## src/sv/lss_pkg.sv

```systemverilog
`timescale 1ns / 1ps

package lss_pkg;

    // Table geometry and duration range.
    localparam int MAX_STEPS     = 16;
    localparam int DURATION_BITS = 24;

    localparam int POS_W = (MAX_STEPS > 1) ? $clog2(MAX_STEPS) : 1;
    localparam int CNT_W = $clog2(MAX_STEPS + 1);
    localparam int DUR_W = DURATION_BITS;

    // Lamp bits.
    localparam logic [2:0] LAMP_GREEN  = 3'b001;
    localparam logic [2:0] LAMP_ORANGE = 3'b010;
    localparam logic [2:0] LAMP_RED    = 3'b100;
    localparam logic [2:0] LAMP_ALL    = LAMP_GREEN | LAMP_ORANGE | LAMP_RED;

    // Opcodes of an input beat.
    localparam logic [1:0] OP_TICK  = 2'd0;
    localparam logic [1:0] OP_WRITE = 2'd1;
    localparam logic [1:0] OP_START = 2'd2;
    localparam logic [1:0] OP_NOP   = 2'd3;

    typedef struct packed {
        logic [1:0]  opcode;
        logic [3:0]  step_slot;
        logic [2:0]  step_mask;
        logic [23:0] step_duration;
        logic [4:0]  step_total;
        logic        loop_flag;
    } t_in_item;

    typedef struct packed {
        logic [2:0] lamp_mask;
        logic       mode_active;
        logic [3:0] current_step;
    } t_out_item;

    // Write request into the step table.
    typedef struct packed {
        logic             en;
        logic [POS_W-1:0] slot;
        logic [2:0]       mask;
        logic [DUR_W-1:0] dur;
    } t_tbl_wr;

    // Clear request for the entries below a count.
    typedef struct packed {
        logic             en;
        logic [CNT_W-1:0] count;
    } t_tbl_clr;

endpackage

```

## src/sv/lss_table.sv

```systemverilog
`timescale 1ns / 1ps

module lss_table (
    input  logic                     i_clk,
    input  logic                     i_rst_n,
    input  lss_pkg::t_tbl_wr         i_wr,
    input  lss_pkg::t_tbl_clr        i_clr,
    input  logic [lss_pkg::POS_W-1:0] i_dur_addr,
    input  logic [lss_pkg::POS_W-1:0] i_mask_addr,
    output logic [lss_pkg::DUR_W-1:0] o_dur,
    output logic [2:0]               o_mask
);
    import lss_pkg::*;

    logic [DUR_W-1:0] r_dur   [MAX_STEPS];
    logic [2:0]       r_mask  [MAX_STEPS];
    logic [MAX_STEPS-1:0] r_valid;
    logic [MAX_STEPS-1:0] n_valid;

    // Entry contents carry no reset; the valid bits stand for it.
    always_ff @(posedge i_clk) begin
        if (i_wr.en) begin
            r_dur[i_wr.slot]  <= i_wr.dur;
            r_mask[i_wr.slot] <= i_wr.mask;
        end
    end

    // A one-shot end drops every entry below the step count at once.
    always_comb begin
        n_valid = r_valid;
        for (int i = 0; i < MAX_STEPS; i++) begin
            if (i_clr.en && (CNT_W'(i) < i_clr.count)) begin
                n_valid[i] = 1'b0;
            end
        end
        if (i_wr.en) begin
            n_valid[i_wr.slot] = 1'b1;
        end
    end

    always_ff @(posedge i_clk) begin
        if (!i_rst_n) begin
            r_valid <= '0;
        end else begin
            r_valid <= n_valid;
        end
    end

    // An entry that is not valid reads as zero.
    assign o_dur  = r_valid[i_dur_addr]  ? r_dur[i_dur_addr]   : '0;
    assign o_mask = r_valid[i_mask_addr] ? r_mask[i_mask_addr] : 3'b000;

endmodule

```

## src/sv/lamp_step_sequencer.sv

```systemverilog
`timescale 1ns / 1ps

// Three-lamp step sequencer.
// Input channel (i_valid / o_ready, payload i_item) carries one command per beat:
// a one-millisecond tick, a write of one step (mask and duration) into the
// 16-entry step table, or a start of a mode (step count and loop flag).
// Output channel (o_valid / i_ready, payload o_item) returns exactly one beat per
// input beat: the lamps driven, whether a mode runs, and the current step index.
// An accepted beat is held in the input register and passes through one stage of
// logic into the result register, which drives the port.
// Throughput is one beat per cycle while the receiver keeps up, set by the single
// state update per item. When the receiver stalls, the result register holds and
// the input register keeps one more beat; o_ready then drops until the result is
// taken. Reset (synchronous, active low) empties both registers, clears the table,
// stops any mode and turns all three lamps on.
module lamp_step_sequencer (
    input  logic               i_clk,
    input  logic               i_rst_n,
    input  logic               i_valid,
    output logic               o_ready,
    input  lss_pkg::t_in_item  i_item,
    output logic               o_valid,
    input  logic               i_ready,
    output lss_pkg::t_out_item o_item
);
    import lss_pkg::*;

    localparam logic [DUR_W-1:0] DUR_MAX = {DUR_W{1'b1}};

    logic       r_in_valid;
    t_in_item   r_in;
    logic       r_out_valid;
    t_out_item  r_out;
    logic       advance;

    logic [POS_W-1:0] r_pos,     n_pos;
    logic [DUR_W-1:0] r_elapsed, n_elapsed;
    logic [CNT_W-1:0] r_steps,   n_steps;
    logic             r_repeat,  n_repeat;
    logic [2:0]       r_lamp,    n_lamp;

    t_tbl_wr          tbl_wr;
    t_tbl_clr         tbl_clr;
    logic [POS_W-1:0] mask_addr;
    logic [DUR_W-1:0] cur_dur;
    logic [2:0]       rd_mask;

    logic [DUR_W-1:0] elapsed_inc;
    logic [CNT_W-1:0] pos_inc;
    logic             step_done;
    logic             wrap;
    logic             is_tick;
    logic             is_start;

    // Handshake: the stage moves when the result register is free or drained.
    assign advance = r_in_valid && (!r_out_valid || i_ready);
    assign o_ready = !r_in_valid || advance;
    assign o_valid = r_out_valid;
    assign o_item  = r_out;

    always_ff @(posedge i_clk) begin
        if (!i_rst_n) begin
            r_in_valid  <= 1'b0;
            r_out_valid <= 1'b0;
        end else begin
            if (o_ready) begin
                r_in_valid <= i_valid;
            end
            if (advance) begin
                r_out_valid <= 1'b1;
            end else if (i_ready) begin
                r_out_valid <= 1'b0;
            end
        end
    end

    always_ff @(posedge i_clk) begin
        if (o_ready && i_valid) begin
            r_in <= i_item;
        end
        if (advance) begin
            r_out.lamp_mask    <= n_lamp;
            r_out.mode_active  <= (n_steps != '0);
            r_out.current_step <= 4'(n_pos);
        end
    end

    // Step table.
    lss_table u_table (
        .i_clk       (i_clk),
        .i_rst_n     (i_rst_n),
        .i_wr        (tbl_wr),
        .i_clr       (tbl_clr),
        .i_dur_addr  (r_pos),
        .i_mask_addr (mask_addr),
        .o_dur       (cur_dur),
        .o_mask      (rd_mask)
    );

    // Tick arithmetic on the current step.
    assign is_tick     = advance && (r_in.opcode == OP_TICK) && (r_steps != '0);
    assign is_start    = advance && (r_in.opcode == OP_START);
    assign elapsed_inc = (r_elapsed == DUR_MAX) ? r_elapsed : r_elapsed + 1'b1;
    assign step_done   = !(elapsed_inc < cur_dur);
    assign pos_inc     = CNT_W'(r_pos) + 1'b1;
    assign wrap        = (pos_inc >= r_steps);
    assign mask_addr   = (is_start || wrap) ? '0 : pos_inc[POS_W-1:0];

    // Table write and one-shot clear requests.
    always_comb begin
        tbl_wr.en   = advance && (r_in.opcode == OP_WRITE)
                      && (32'(r_in.step_slot) < 32'(MAX_STEPS));
        tbl_wr.slot = POS_W'(r_in.step_slot);
        tbl_wr.mask = r_in.step_mask;
        tbl_wr.dur  = DUR_W'(r_in.step_duration);

        tbl_clr.en    = is_tick && step_done && wrap && !r_repeat;
        tbl_clr.count = r_steps;
    end

    // Next state of the sequencer.
    always_comb begin
        n_pos     = r_pos;
        n_elapsed = r_elapsed;
        n_steps   = r_steps;
        n_repeat  = r_repeat;
        n_lamp    = r_lamp;
        case (r_in.opcode)
            OP_TICK: begin
                if (r_steps != '0) begin
                    n_elapsed = elapsed_inc;
                    if (step_done) begin
                        if (wrap && !r_repeat) begin
                            n_steps   = '0;
                            n_repeat  = 1'b0;
                            n_pos     = '0;
                            n_elapsed = '0;
                        end else begin
                            n_pos     = mask_addr;
                            n_elapsed = '0;
                            n_lamp    = rd_mask;
                        end
                    end
                end
            end
            OP_START: begin
                n_steps   = (32'(r_in.step_total) > 32'(MAX_STEPS))
                            ? CNT_W'(MAX_STEPS) : CNT_W'(r_in.step_total);
                n_repeat  = r_in.loop_flag;
                n_pos     = '0;
                n_elapsed = '0;
                n_lamp    = rd_mask;
            end
            default: begin
                // Table writes and the unused opcode leave the sequencer alone.
            end
        endcase
    end

    // Sequencer state.
    always_ff @(posedge i_clk) begin
        if (!i_rst_n) begin
            r_pos     <= '0;
            r_elapsed <= '0;
            r_steps   <= '0;
            r_repeat  <= 1'b0;
            r_lamp    <= LAMP_ALL;
        end else if (advance) begin
            r_pos     <= n_pos;
            r_elapsed <= n_elapsed;
            r_steps   <= n_steps;
            r_repeat  <= n_repeat;
            r_lamp    <= n_lamp;
        end
    end

`ifndef SYNTHESIS
    // The step count never exceeds the table size.
    a_steps_bound: assert property (@(posedge i_clk) disable iff (!i_rst_n)
        32'(r_steps) <= 32'(MAX_STEPS))
        else $error("step count above table size");

    // A running mode points inside its own steps.
    a_pos_in_mode: assert property (@(posedge i_clk) disable iff (!i_rst_n)
        (r_steps != '0) |-> (CNT_W'(r_pos) < r_steps))
        else $error("step position outside the mode");

    // An idle sequencer rests at step zero with no elapsed time.
    a_idle_rest: assert property (@(posedge i_clk) disable iff (!i_rst_n)
        (r_steps == '0) |-> ((r_pos == '0) && (r_elapsed == '0)))
        else $error("idle sequencer holds a position or elapsed time");

    // A waiting result always matches the state it was taken from.
    a_out_matches: assert property (@(posedge i_clk) disable iff (!i_rst_n)
        r_out_valid |-> ((r_out.mode_active == (r_steps != '0))
                         && (r_out.lamp_mask == r_lamp)
                         && (r_out.current_step == 4'(r_pos))))
        else $error("result out of step with sequencer state");

    // Every beat that moves through the stage produces a result.
    a_advance_fills: assert property (@(posedge i_clk) disable iff (!i_rst_n)
        advance |=> r_out_valid)
        else $error("advanced beat lost its result");
`endif

endmodule
```

## config.mk

```make
export PLATFORM = sky130hd
export DESIGN_NAME = lamp_step_sequencer
export DESIGN_NICKNAME = d
export VERILOG_FILES = /design/src/sv/lss_pkg.sv /design/src/sv/lss_table.sv /design/src/sv/lamp_step_sequencer.sv
export SDC_FILE = /design/constraint.sdc
export NUM_CORES = 1
export LEC_CHECK = 0
export BUFFER_PORTS_ARGS = -buffer_cell sky130_fd_sc_hd__buf_2
export CORE_MARGIN = 1.5
export CORE_UTILIZATION = 50
export DETAILED_ROUTE_END_ITERATION = 7
export PLACE_DENSITY = 0.76
export SYNTH_ARGS = -nofsm -noshare
export SYNTH_HDL_FRONTEND = slang
export SYNTH_HIERARCHICAL = 1
export SYNTH_SLANG_ARGS = --single-unit
```

## constraint.sdc

```tcl
create_clock -name i_clk -period 7 [get_ports i_clk]
set_input_delay 0.35 -clock i_clk [delete_from_list [all_inputs] [get_ports i_clk]]
set_output_delay 0.35 -clock i_clk [all_outputs]
set_load 0.02 [all_outputs]
```

* Word level (Yosys, flattened, before mapping)
Memories as Yosys holds them, arrays and structs flattened. A register that Yosys moved wholly into a read port is not among the register bits.
Index checks and enable logic that the tools add are counted.
** Word-level totals
- Register bits :: 102
- RAM bits :: 432
- Output and inout bits :: 10
- Logic and storage cells :: 145
- Memories kept :: 2
** Operators by class
- Add/sub/neg operators :: 2
- Magnitude comparators :: 23
- Equal/unequal tests :: 6
- Mux-type cells :: 53
- Bitwise gates (word level) :: 1
- Reduce and logical (&&, ||, !) cells :: 41
** Memories
- u_table.r_dur :: words 16, bits a word 24, read ports 1, clocked after memory_dff 1, wr ports 1, RTL line lss_table.sv:15 : logic [DUR_W-1:0] r_dur [MAX_STEPS];
- u_table.r_mask :: words 16, bits a word 3, read ports 1, clocked after memory_dff 0, wr ports 1, RTL line lss_table.sv:16 : logic [2:0] r_mask [MAX_STEPS];
** Operators with widths (count)
- 24-bit two-way mux :: 4
- 24-bit case mux with 2 select lines :: 1
- 4-bit by 5-bit less-than comparator with 1-bit output (first input constant) :: 8
- 1-bit logical AND :: 27
- 1-bit two-way mux :: 26
- 24-bit by 1-bit adder with 24-bit output (second input constant) :: 1
- 24-bit == test (second input constant) :: 1
- 24-bit less-than comparator :: 1
- 4-bit two-way mux :: 6
- 3-bit by 5-bit less-than comparator with 1-bit output (first input constant) :: 4
- 5-bit two-way mux :: 4
- 16-bit two-way mux :: 1
- 16-bit bitwise OR :: 1
- 4-bit by 5-bit less-than comparator with 1-bit output (second input constant) :: 3
- 3-bit two-way mux :: 4
- 1-bit by 5-bit less-than comparator with 1-bit output (first input constant) :: 2
- 2-bit by 5-bit less-than comparator with 1-bit output (first input constant) :: 2
- 5-bit case mux with 2 select lines :: 1
- 5-bit nonzero test :: 2
- 1-bit binary-select mux with 4-bit select :: 2
- 4-bit case mux with 2 select lines :: 1
- 3-bit case mux with 2 select lines :: 1
- 4-bit by 1-bit adder with 5-bit output (second input constant) :: 1
- 5-bit greater-or-equal comparator :: 1
- other kinds (14) :: 21

* Depth between registers and ports, before layout
Gate-level depths: netlist of run 1.
- Word-level depth :: 13
- Mapped depth :: 20
- Mapped depth without buffers :: 18

* By module
The synthesis of run 1 kept the hierarchy.
** By module, submodules not included
- lss_table :: times used 1, cells an instance 787, area an instance 17216.5 µm²
- lamp_step_sequencer :: times used 1, cells an instance 466, area an instance 4735.8 µm²

* Worst setup path before layout of run 1
Ideal clock, no wire load.
- Path type :: register to register
- Start point :: register r_elapsed[0]
- End point :: register u_table.r_valid[1]
- Setup time :: 0.119 ns
- Arrival time :: 4.005 ns
- Data required time :: 6.881 ns
- Setup slack :: 2.876 ns
- Stages on the path, launching flop included :: 20
- Buffers on the path :: 2
- Cell sequence :: dfxtp_1 -> ha_1 -> nand4_1 -> nor3_4 -> a311oi_2 -> or3b_1 -> buf_2 -> nor2_1 -> xor2_1 -> ha_1 -> nand4_1 -> nor4_1 -> and2_2 -> o211a_1 -> o21a_1 -> and3_1 -> clkbuf_1 -> o21ai_0 -> a21oi_1 -> nor2b_1
** RTL lines
- start: declaration :: RTL line lamp_step_sequencer.sv:37 : logic [DUR_W-1:0] r_elapsed, n_elapsed;
- start signal: assignment :: RTL line lamp_step_sequencer.sv:170 : r_elapsed <= n_elapsed;
- end signal: assignment :: RTL line lss_table.sv:45 : r_valid <= n_valid;
- end: declaration :: RTL line lss_table.sv:17 : logic [MAX_STEPS-1:0] r_valid;

==> metrics.md, run 1 <==
| Metric | Value |
|---|---|
| Setup bufs post-CTS | 0 |
| Gr ovfl total | 0 |
| Initial antenna violation count | 0 |
| Final Max Tran Viols | 0 |
| Required @ worst endpoint | 7500 ps |
| Fill count | approximately 3.2k |
| CP max stage delay | roughly 850 ps |
| Largest net degree at the start of global routing | 64 |
| Area Overhead vs Synth | 14.3% |
| Vias | 12.0k |
| CP startpoint kind | register |
| Max-cap violations | 0 |
| Crit path time final | between 5000 and 6000 ps |
| Diode count | 0 |
| Max-slew headroom | 0.152 |
| Internal power | 0.00521 W |
| Final period util | 0.786 |
| Die height | ~210 um |
| Synthesis Warnings | 6 |
| Flop pwr share | 0.545 |
| Hold Vio Cnt, Final | 0 |
| Synthesized flop and latch total | about 530 |
| Avg Cell Area, Syn | approximately 18 um2 |
| Nets | 1,441 |
| PD cells | approximately 260 nW/um2 |
| Mapped Cells | 1,253 |
| Number of global-route vias before repair | 12.2k |
| DR WL/cell | 24.4 um |
| Fmax | 0.182 GHz |
| Clock power share | 0.440 |
| Proportion of power drawn by combinational gates | 0.016 |
| First-pass GRT wire length | between 70 and 80 mm |
| Setup crit end kind | register |
| Worst path cell trace | buf_4 > mux4_2 > a22oi_1 > a21oi_1 > inv_1 > ha_1 > nand4_1 > nor4_1 > o31ai_1 > o211ai_1 > o21a_1 > and3_1 > nand2_1 > a31oi_1 > nor2b_1 |
| Prevailing post-synth register cell | edfxtp_1 |
| Pleak | 8.15 nW |
| CP Data Arrival Time | ~6000 ps |
| Total track usage | 0.221 |
| I/O pin total | 53 |
| CTS tree | done |
| Syn_nets | 1,326 |
| Psw | around 0.0013 W |
| DRC errors left | 0 |
| Total Power | 0.00650 W |
| Clock Latency Late Sink | 610 ps |
| TritonRoute pass-1 iters | 5 |
| Placer Congestion | 0.883 |
| Sequential fraction of the synthesis area | 0.705 |
| Kind of critical path | register to register |
| Post-Route WL | around 50 mm |
| DRT iter0 DRCs | 1,152 |
| Initial Util | 0.508 |
| Placed wire-length estimate | 26.4 mm |
| Critical-path maximum fanout | 48 |
| Worst-path clk slew | 60 ps |
| Full die area | 45,200 um2 |
| # rows | 76 |
| Setup violations, final | 0 |
| Via density | between 6 and 7 |
| Inserted Clock Buffers | 52 |
| Core ar. | 43,200 um2 |
| RSZ-0062 raised after global routing | no |
| Maximum vdd drop | 0.270 mV |
| Worst Hold Class | primary input to register |
| Clk root buf | clkbuf_16 |
| CP max-delay cell | buf_4 |
| Die Width | 213 um |
| Outcome | complete, no violations |
| PortBufs | 52 |
| Clock sinks | 534 |
| Yosys cell types | 73 |
| Post-synth EDFFs | 479 |
| Final TNS setup | 0 ps |
| Clk buf depth | 3 |
| Clock Skew | 23.1 ps |
| DRT antenna net count | 0 |
| Share of flip-flops with an asynchronous set or reset | 0 |
| Worst-Margin Slew | 1270 ps |
| Layout cells sized above 1 | 0.231 |
| Switch share | 0.198 |
| CTS H-tree depth | 2 |
| Mapped Area | 22,000 um2 |
==> power groups by stage <==
stage / registers, W / clock network, W / logic [W]
floorplan: 0.00359 / 0 / 0.0000481
global placement: 0.00360 / 0 / 0.0000813
detailed placement: 0.00361 / 0 / 0.0000834
CTS: 0.00354 / 0.00291 / 0.000101
global route: 0.00354 / 0.00303 / 0.000110
finish: 0.00354 / 0.00286 / 0.000102
==> layout make-up <==
cell class | instances | area (um2) | share of cell area
sequential | 534 | 15500 | 0.617
clock buffer | 61 | 1420 | 0.0565
clock inverter | 34 | 355 | 0.0142
inverter | 46 | 173 | 0.00688
tap | 585 | 732 | 0.0292
multi-input combinational | 615 | 6070 | 0.242
timing repair buffer | 119 | 863 | 0.0344
==> cells by family (layout without fill, tap and decap cells) <==
| kind of cell | Yosys count | after routing | synth area share |
|---|---|---|---|
| DFF | 534 | 534 | 0.705 |
| and+or+nand+nor | 234 | 234 | 0.0590 |
| AOI/OAI and AO/OA | 208 | 208 | 0.0647 |
| muxes | 120 | 120 | 0.121 |
| buffers and inverters | 104 | 260 | 0.0237 |
| adders and majority gates | 30 | 30 | 0.0171 |
| xor gates and xnor gates | 23 | 23 | 0.00918 |
==> critical path: cells and delay by family, from the launching register on <==
kind / cells / cell delay (ps)
compound gates: 6 / 1460
buf+inv: 2 / 1000
fa+ha+maj: 1 / 150
mux: 1 / 630
simple gates: 5 / 1320
flops: 1 / 760
==> final timing paths <==
| kind | start | endpoint | slack [ps] | cells after the start |
|---|---|---|---|---|
| max | r_pos[0]$_SDFFE_PN0P_ | u_table/r_valid[9]$_SDFF_PN0_ | 1500 | 15 |
| min | i_ready | o_valid$_SDFFE_PN0P_ | 70 | 4 |
| max reg2reg | r_pos[0]$_SDFFE_PN0P_ | u_table/r_valid[9]$_SDFF_PN0_ | 1500 | 15 |
| min reg2reg | r_in[3]$_DFFE_PP_ | r_steps[2]$_SDFFE_PN0P_ | 510 | 1 |
==> flip-flops by register name, summed over array words and instances, names as in the netlist <==
register,count
u_table/r_valid,16
r_steps,5
u_table/r_mask,48
r_in,39
r_lamp,3
r_in_valid,1
u_table/r_dur,384
r_pos,4
r_repeat,1
o_valid,1
r_elapsed,24
o_item,8
==> cells in the final DEF, fill, tap and decap left out, types with 22 or more instances in the layout <==
master / instances
dlygate4sd3_1: 40
ha_1: 30
nor2_1: 39
dfxtp_1: 53
nand3_1: 23
nand2_1: 41
o21ai_0: 22
clkbuf_16: 54
buf_2: 52
buf_4: 27
edfxtp_1: 479
inv_1: 46
mux4_2: 116
nor2b_1: 22
a22oi_1: 61
a21oi_1: 53
==> through the flow <==
stage	cell area, um2	std cells	hold slack [ps]	util	setup WS, ps
3_5_place_dp	22900	1859	465	0.531	1500
5_1_grt	25100	1994	77.8	0.581	984
3_3_place_gp	22900	1859	449	0.531	1600
4_1_cts	25100	1994	29.9	0.581	1490
6_report	25100	1994	71.0	0.581	1500
2_1_floorplan	22000	1253	436	-	2880
==> metal layers <==
metal / GRT usage / vias to the layer above / wire length [um]
met2: 0.354 / 542 / 23400
met5: 0 / - / 0
met4: 0.0724 / 0 / 1310
li1: - / 5288 / -
met3: 0.0465 / 84 / 4160
met1: 0.305 / 6098 / 19700
==> synthesized netlist by cell type (23+ instances only) <==
cell type	number	area [um2]
nand3_1	23	115
clkbuf_1	23	86.3
mux4_2	116	2610
ha_1	30	375
dfxtp_1	55	1100
a21oi_1	53	265
a22oi_1	61	458
nand2_1	41	154
inv_1	46	173
edfxtp_1	479	14400
nor2_1	53	199
nor2b_1	24	150
==> what timing repair did <==
action | in CTS | in global routing
hold endpoints to repair | 40 | 0
setup endpoints to repair | 0 | 0
resized for setup | 0 | 0
hold buffers | 40 | 0
No activity file was read; power rests on OpenSTA's default activity.
==> inputs of run 2 (changes only) <==
--- a/config.mk
+++ b/config.mk
@@ -9,7 +9,7 @@
 export CORE_MARGIN = 1.5
 export CORE_UTILIZATION = 50
 export DETAILED_ROUTE_END_ITERATION = 7
-export PLACE_DENSITY = 0.76
+export PLACE_DENSITY = 0.79
 export SYNTH_ARGS = -nofsm -noshare
 export SYNTH_HDL_FRONTEND = slang
 export SYNTH_HIERARCHICAL = 1
==> constraint.sdc (replaced) <==
create_clock -name i_clk -period 4.86 [get_ports i_clk]
set_input_delay 0.243 -clock i_clk [delete_from_list [all_inputs] [get_ports i_clk]]
set_output_delay 0.243 -clock i_clk [all_outputs]
set_load 0.02 [all_outputs]
==> run 2 against run 1 <==
  * Clock skew decreased by 3.0 ps
  * Fmax increased by 22%
  * Clock power increased by 37%
  * Design area increased by 0.55%
  * Utilization increased by 0.32 points
  * Routed wire length increased by 1.6%
  * Combinational power increased by 45%
  * Via count increased by 2.0%
  * Sequential share of layout area decreased by 0.34 points
  * Register-to-register slack got worse by 1200 ps
  * Critical path type unchanged
  * Critical endpoint is now o_item[2]$_DFFE_PP_
  * Largest cell class unchanged
==> metrics.md, run 2 (synthesis results as in run 1) <==
| Metric | Value |
|---|---|
| DRT antenna net count | 0 (unchanged) |
| I/O pin total | 53 (unchanged) |
| Clock Skew | 20.1 ps (-2.99 ps) |
| Fmax | 0.221 GHz (+22%) |
| Clk buf depth | 3 (unchanged) |
| Diode count | 0 (unchanged) |
| Maximum vdd drop | 0.297 mV (+9.8%) |
| Min setup slack post-route | 334 ps (-1160 ps) |
| Reg2Reg Capture Point | o_item[2]$_DFFE_PP_ |
| Vias | 12.3k (+2.0%) |
| Gr ovfl total | 0 (unchanged) |
| TritonRoute pass-1 iters | 7 (+2) |
| Via density | 6.10 (+1.2%) |
| Core ar. | 43,200 um2 (unchanged) |
| Post-Layout Cell Count | 2,010 (+0.80%) |
| GRT met2 Usage | 0.365 (+0.0109) |
| Placed wire-length estimate | 28.8 mm (+9.3%) |
| CP max stage delay | 540 ps (-310 ps) |
| Final period util | 0.931 (+0.145) |
| Crit path from | r_elapsed[16]$_SDFFE_PN0P_ |
| Die Width | 213 um (unchanged) |
| Met1 Use GR | 0.312 (+0.00701) |
| DRT iter0 DRCs | 1,394 (+21%) |
| Worst path cell trace | and4_1 > and2_1 > a311oi_2 > or3b_1 > nor2_1 > xor2_1 > ha_1 > nand4_1 > nor4_2 > o31ai_1 > o211ai_1 > buf_4 > o21ai_1 > buf_4 > o41ai_1 |
| Max-cap violations | 0 (unchanged) |
| Total Power | 0.00916 W (+41%) |
| Crit path time final | 4530 ps (-978 ps) |
| Max-slew headroom | 0.353 (+0.201) |
| Hold Vio Cnt, Final | 0 (unchanged) |
| Critical-path maximum fanout | 9 (-81%) |
| PortBufs | 52 (unchanged) |
| Final TNS setup | 0 ps (unchanged) |
| CP startpoint kind | register |
| Top Usage Layer GRT | met2 |
| Nets | 1,459 (+1.2%) |
| Area Overhead vs Synth | 15.0% |
| CTS H-tree depth | 2 (unchanged) |
| Final Max Tran Viols | 0 (unchanged) |
| Initial antenna violation count | 0 (unchanged) |
| First-pass GRT wire length | 75.0 mm (+2.3%) |
| DR WL/cell | 24.6 um (+0.80%) |
| Top reg by flops | u_table/r_dur |
| Post-Route WL | 49.4 mm (+1.6%) |
| Clock sinks | 534 (unchanged) |
| Number of global-route vias before repair | 12.4k (+1.9%) |
| Crit-path most repeated cell | buf_4 |
| Setup crit end | o_item[2]$_DFFE_PP_ |
| Layout cells sized above 1 | 0.232 (about the same) |
| Initial Util | 0.508 (unchanged) |
| R2R depth | 15 (unchanged) |
| Most frequent cells in the layout | 479 x edfxtp_1, 116 x mux4_2, 61 x a22oi_1 |
| Setup violations, final | 0 (unchanged) |
| Clk root buf | clkbuf_16 |
| Inserted Clock Buffers | 51 (-1.9%) |
| Die height | 213 um (unchanged) |
| Kind of critical path | register to register |
| CP Data Arrival Time | 4910 ps (-1090 ps) |
| Setup crit end kind | register |
| R2r startpoint | r_elapsed[16]$_SDFFE_PN0P_ |
| Worst-Margin Slew | 968 ps (-300 ps) |
| Largest net degree at the start of global routing | 49 (-23%) |
| CTS tree | done |
| Full die area | 45,200 um2 (unchanged) |
| Setup bufs post-CTS | 0 (unchanged) |
| Largest regs | u_table/r_dur x384, u_table/r_mask x48, r_in x39 |
| PD cells | 363 nW/um2 (+40%) |
| Pleak | 8.22 nW (+0.93%) |
| # rows | 76 (unchanged) |
| Clock Latency Late Sink | 610 ps (about the same) |
| Total track usage | 0.227 (+0.00579) |
| Largest register FFs | 384 (unchanged) |
| Worst-path clk slew | 60 ps (about the same) |
| Outcome | complete, no violations |
| Worst Hold Class | primary input to register |
| RSZ-0062 raised after global routing | no |
| Placer Congestion | 0.905 (+2.5%) |
| DP Worst Slack | 155 ps (-1340 ps) |
| Utilization after layout | 0.585 (+0.00322) |
| Commonest non-fill, non-tap cell in the layout | edfxtp_1 |
| CP max-delay cell | or3b_1 |
| DRC errors left | 0 (unchanged) |
| GR Util met3 | 0.0424 (-0.00414) |
| Required @ worst endpoint | 5240 ps (-2260 ps) |
| R2R Setup Slk | 330 ps (-1160 ps) |
| Placed cells | 1,876 (+0.91%) |
==> run 2: cell count changes in the layout (fill, tap and decap cells not counted), moves of 2 or more <==
cell / delta
buf_4: +8
bufinv_16: -2
clkinvlp_4: -5
clkinv_2: -3
buf_12: +9
clkinv_1: +5
dlygate4sd3_1: +2
clkinv_4: -2
clkbuf_1: +7
==> run 2: worst min path at each step <==
stage	from	endpoint	depth (start not counted)
2_1_floorplan	i_item[0]	r_in[0]$_DFFE_PP_	0
5_1_grt	i_rst_n	u_table/r_valid[6]$_SDFF_PN0_	2
3_3_place_gp	i_item[7]	r_in[7]$_DFFE_PP_	1
4_1_cts	i_rst_n	u_table/r_valid[7]$_SDFF_PN0_	2
3_5_place_dp	i_item[28]	r_in[28]$_DFFE_PP_	1
6_report	i_rst_n	u_table/r_valid[3]$_SDFF_PN0_	2
==> run 2: timing repair <==
| item | in CTS | in global routing |
|---|---|---|
| hold buffers | 42 | 0 |
| resized for setup | 0 | 2 |
| hold endpoints to repair | 41 | 0 |
| endpoints found under the setup margin | 0 | 16 |
==> run 2: power by group <==
part           switching [W]  internal (W)  leakage (nW)  total [W]
logic              0.0000809     0.0000669          2.63   0.000148
registers          0.0000638       0.00504          4.78    0.00510
clock network        0.00166       0.00225         0.810    0.00391
total                0.00181       0.00735          8.22    0.00916
==> run 2: metrics by stage <==
step | hold WS (ps) | instance area [um2]
2_1_floorplan | 342 | 22000
3_3_place_gp | 420 | 23200
3_5_place_dp | 421 | 23200
4_1_cts | 79.3 | 25200
5_1_grt | 121 | 25200
6_report | 116 | 25200
==> run 2: critical path: cells and delay by family (launching register included) <==
kind | cells | cell delay [ps]
AOI/OAI and AO/OA | 5 | 1270
xor gates and xnor gates | 1 | 120
adders and majority gates | 1 | 310
buffers and inverters | 2 | 390
DFF | 1 | 380
and+or+nand+nor | 6 | 1830
==> run 2: layout make-up <==
cell class	instances	area, um2
Clock buffer	66	1410
Clock inverter	26	239
Multi-Input combinational cell	615	6080
Fill cell	3152	17900
Timing Repair Buffer	138	1120
Sequential cell	534	15500
Inverter	46	173
Tap cell	585	732
==> run 2: routing by layer <==
layer,share of wire,vias to the layer above
met4,0.031,0
met1,0.40,6236
met2,0.48,601
met3,0.088,94
met5,0,-
li1,-,5324
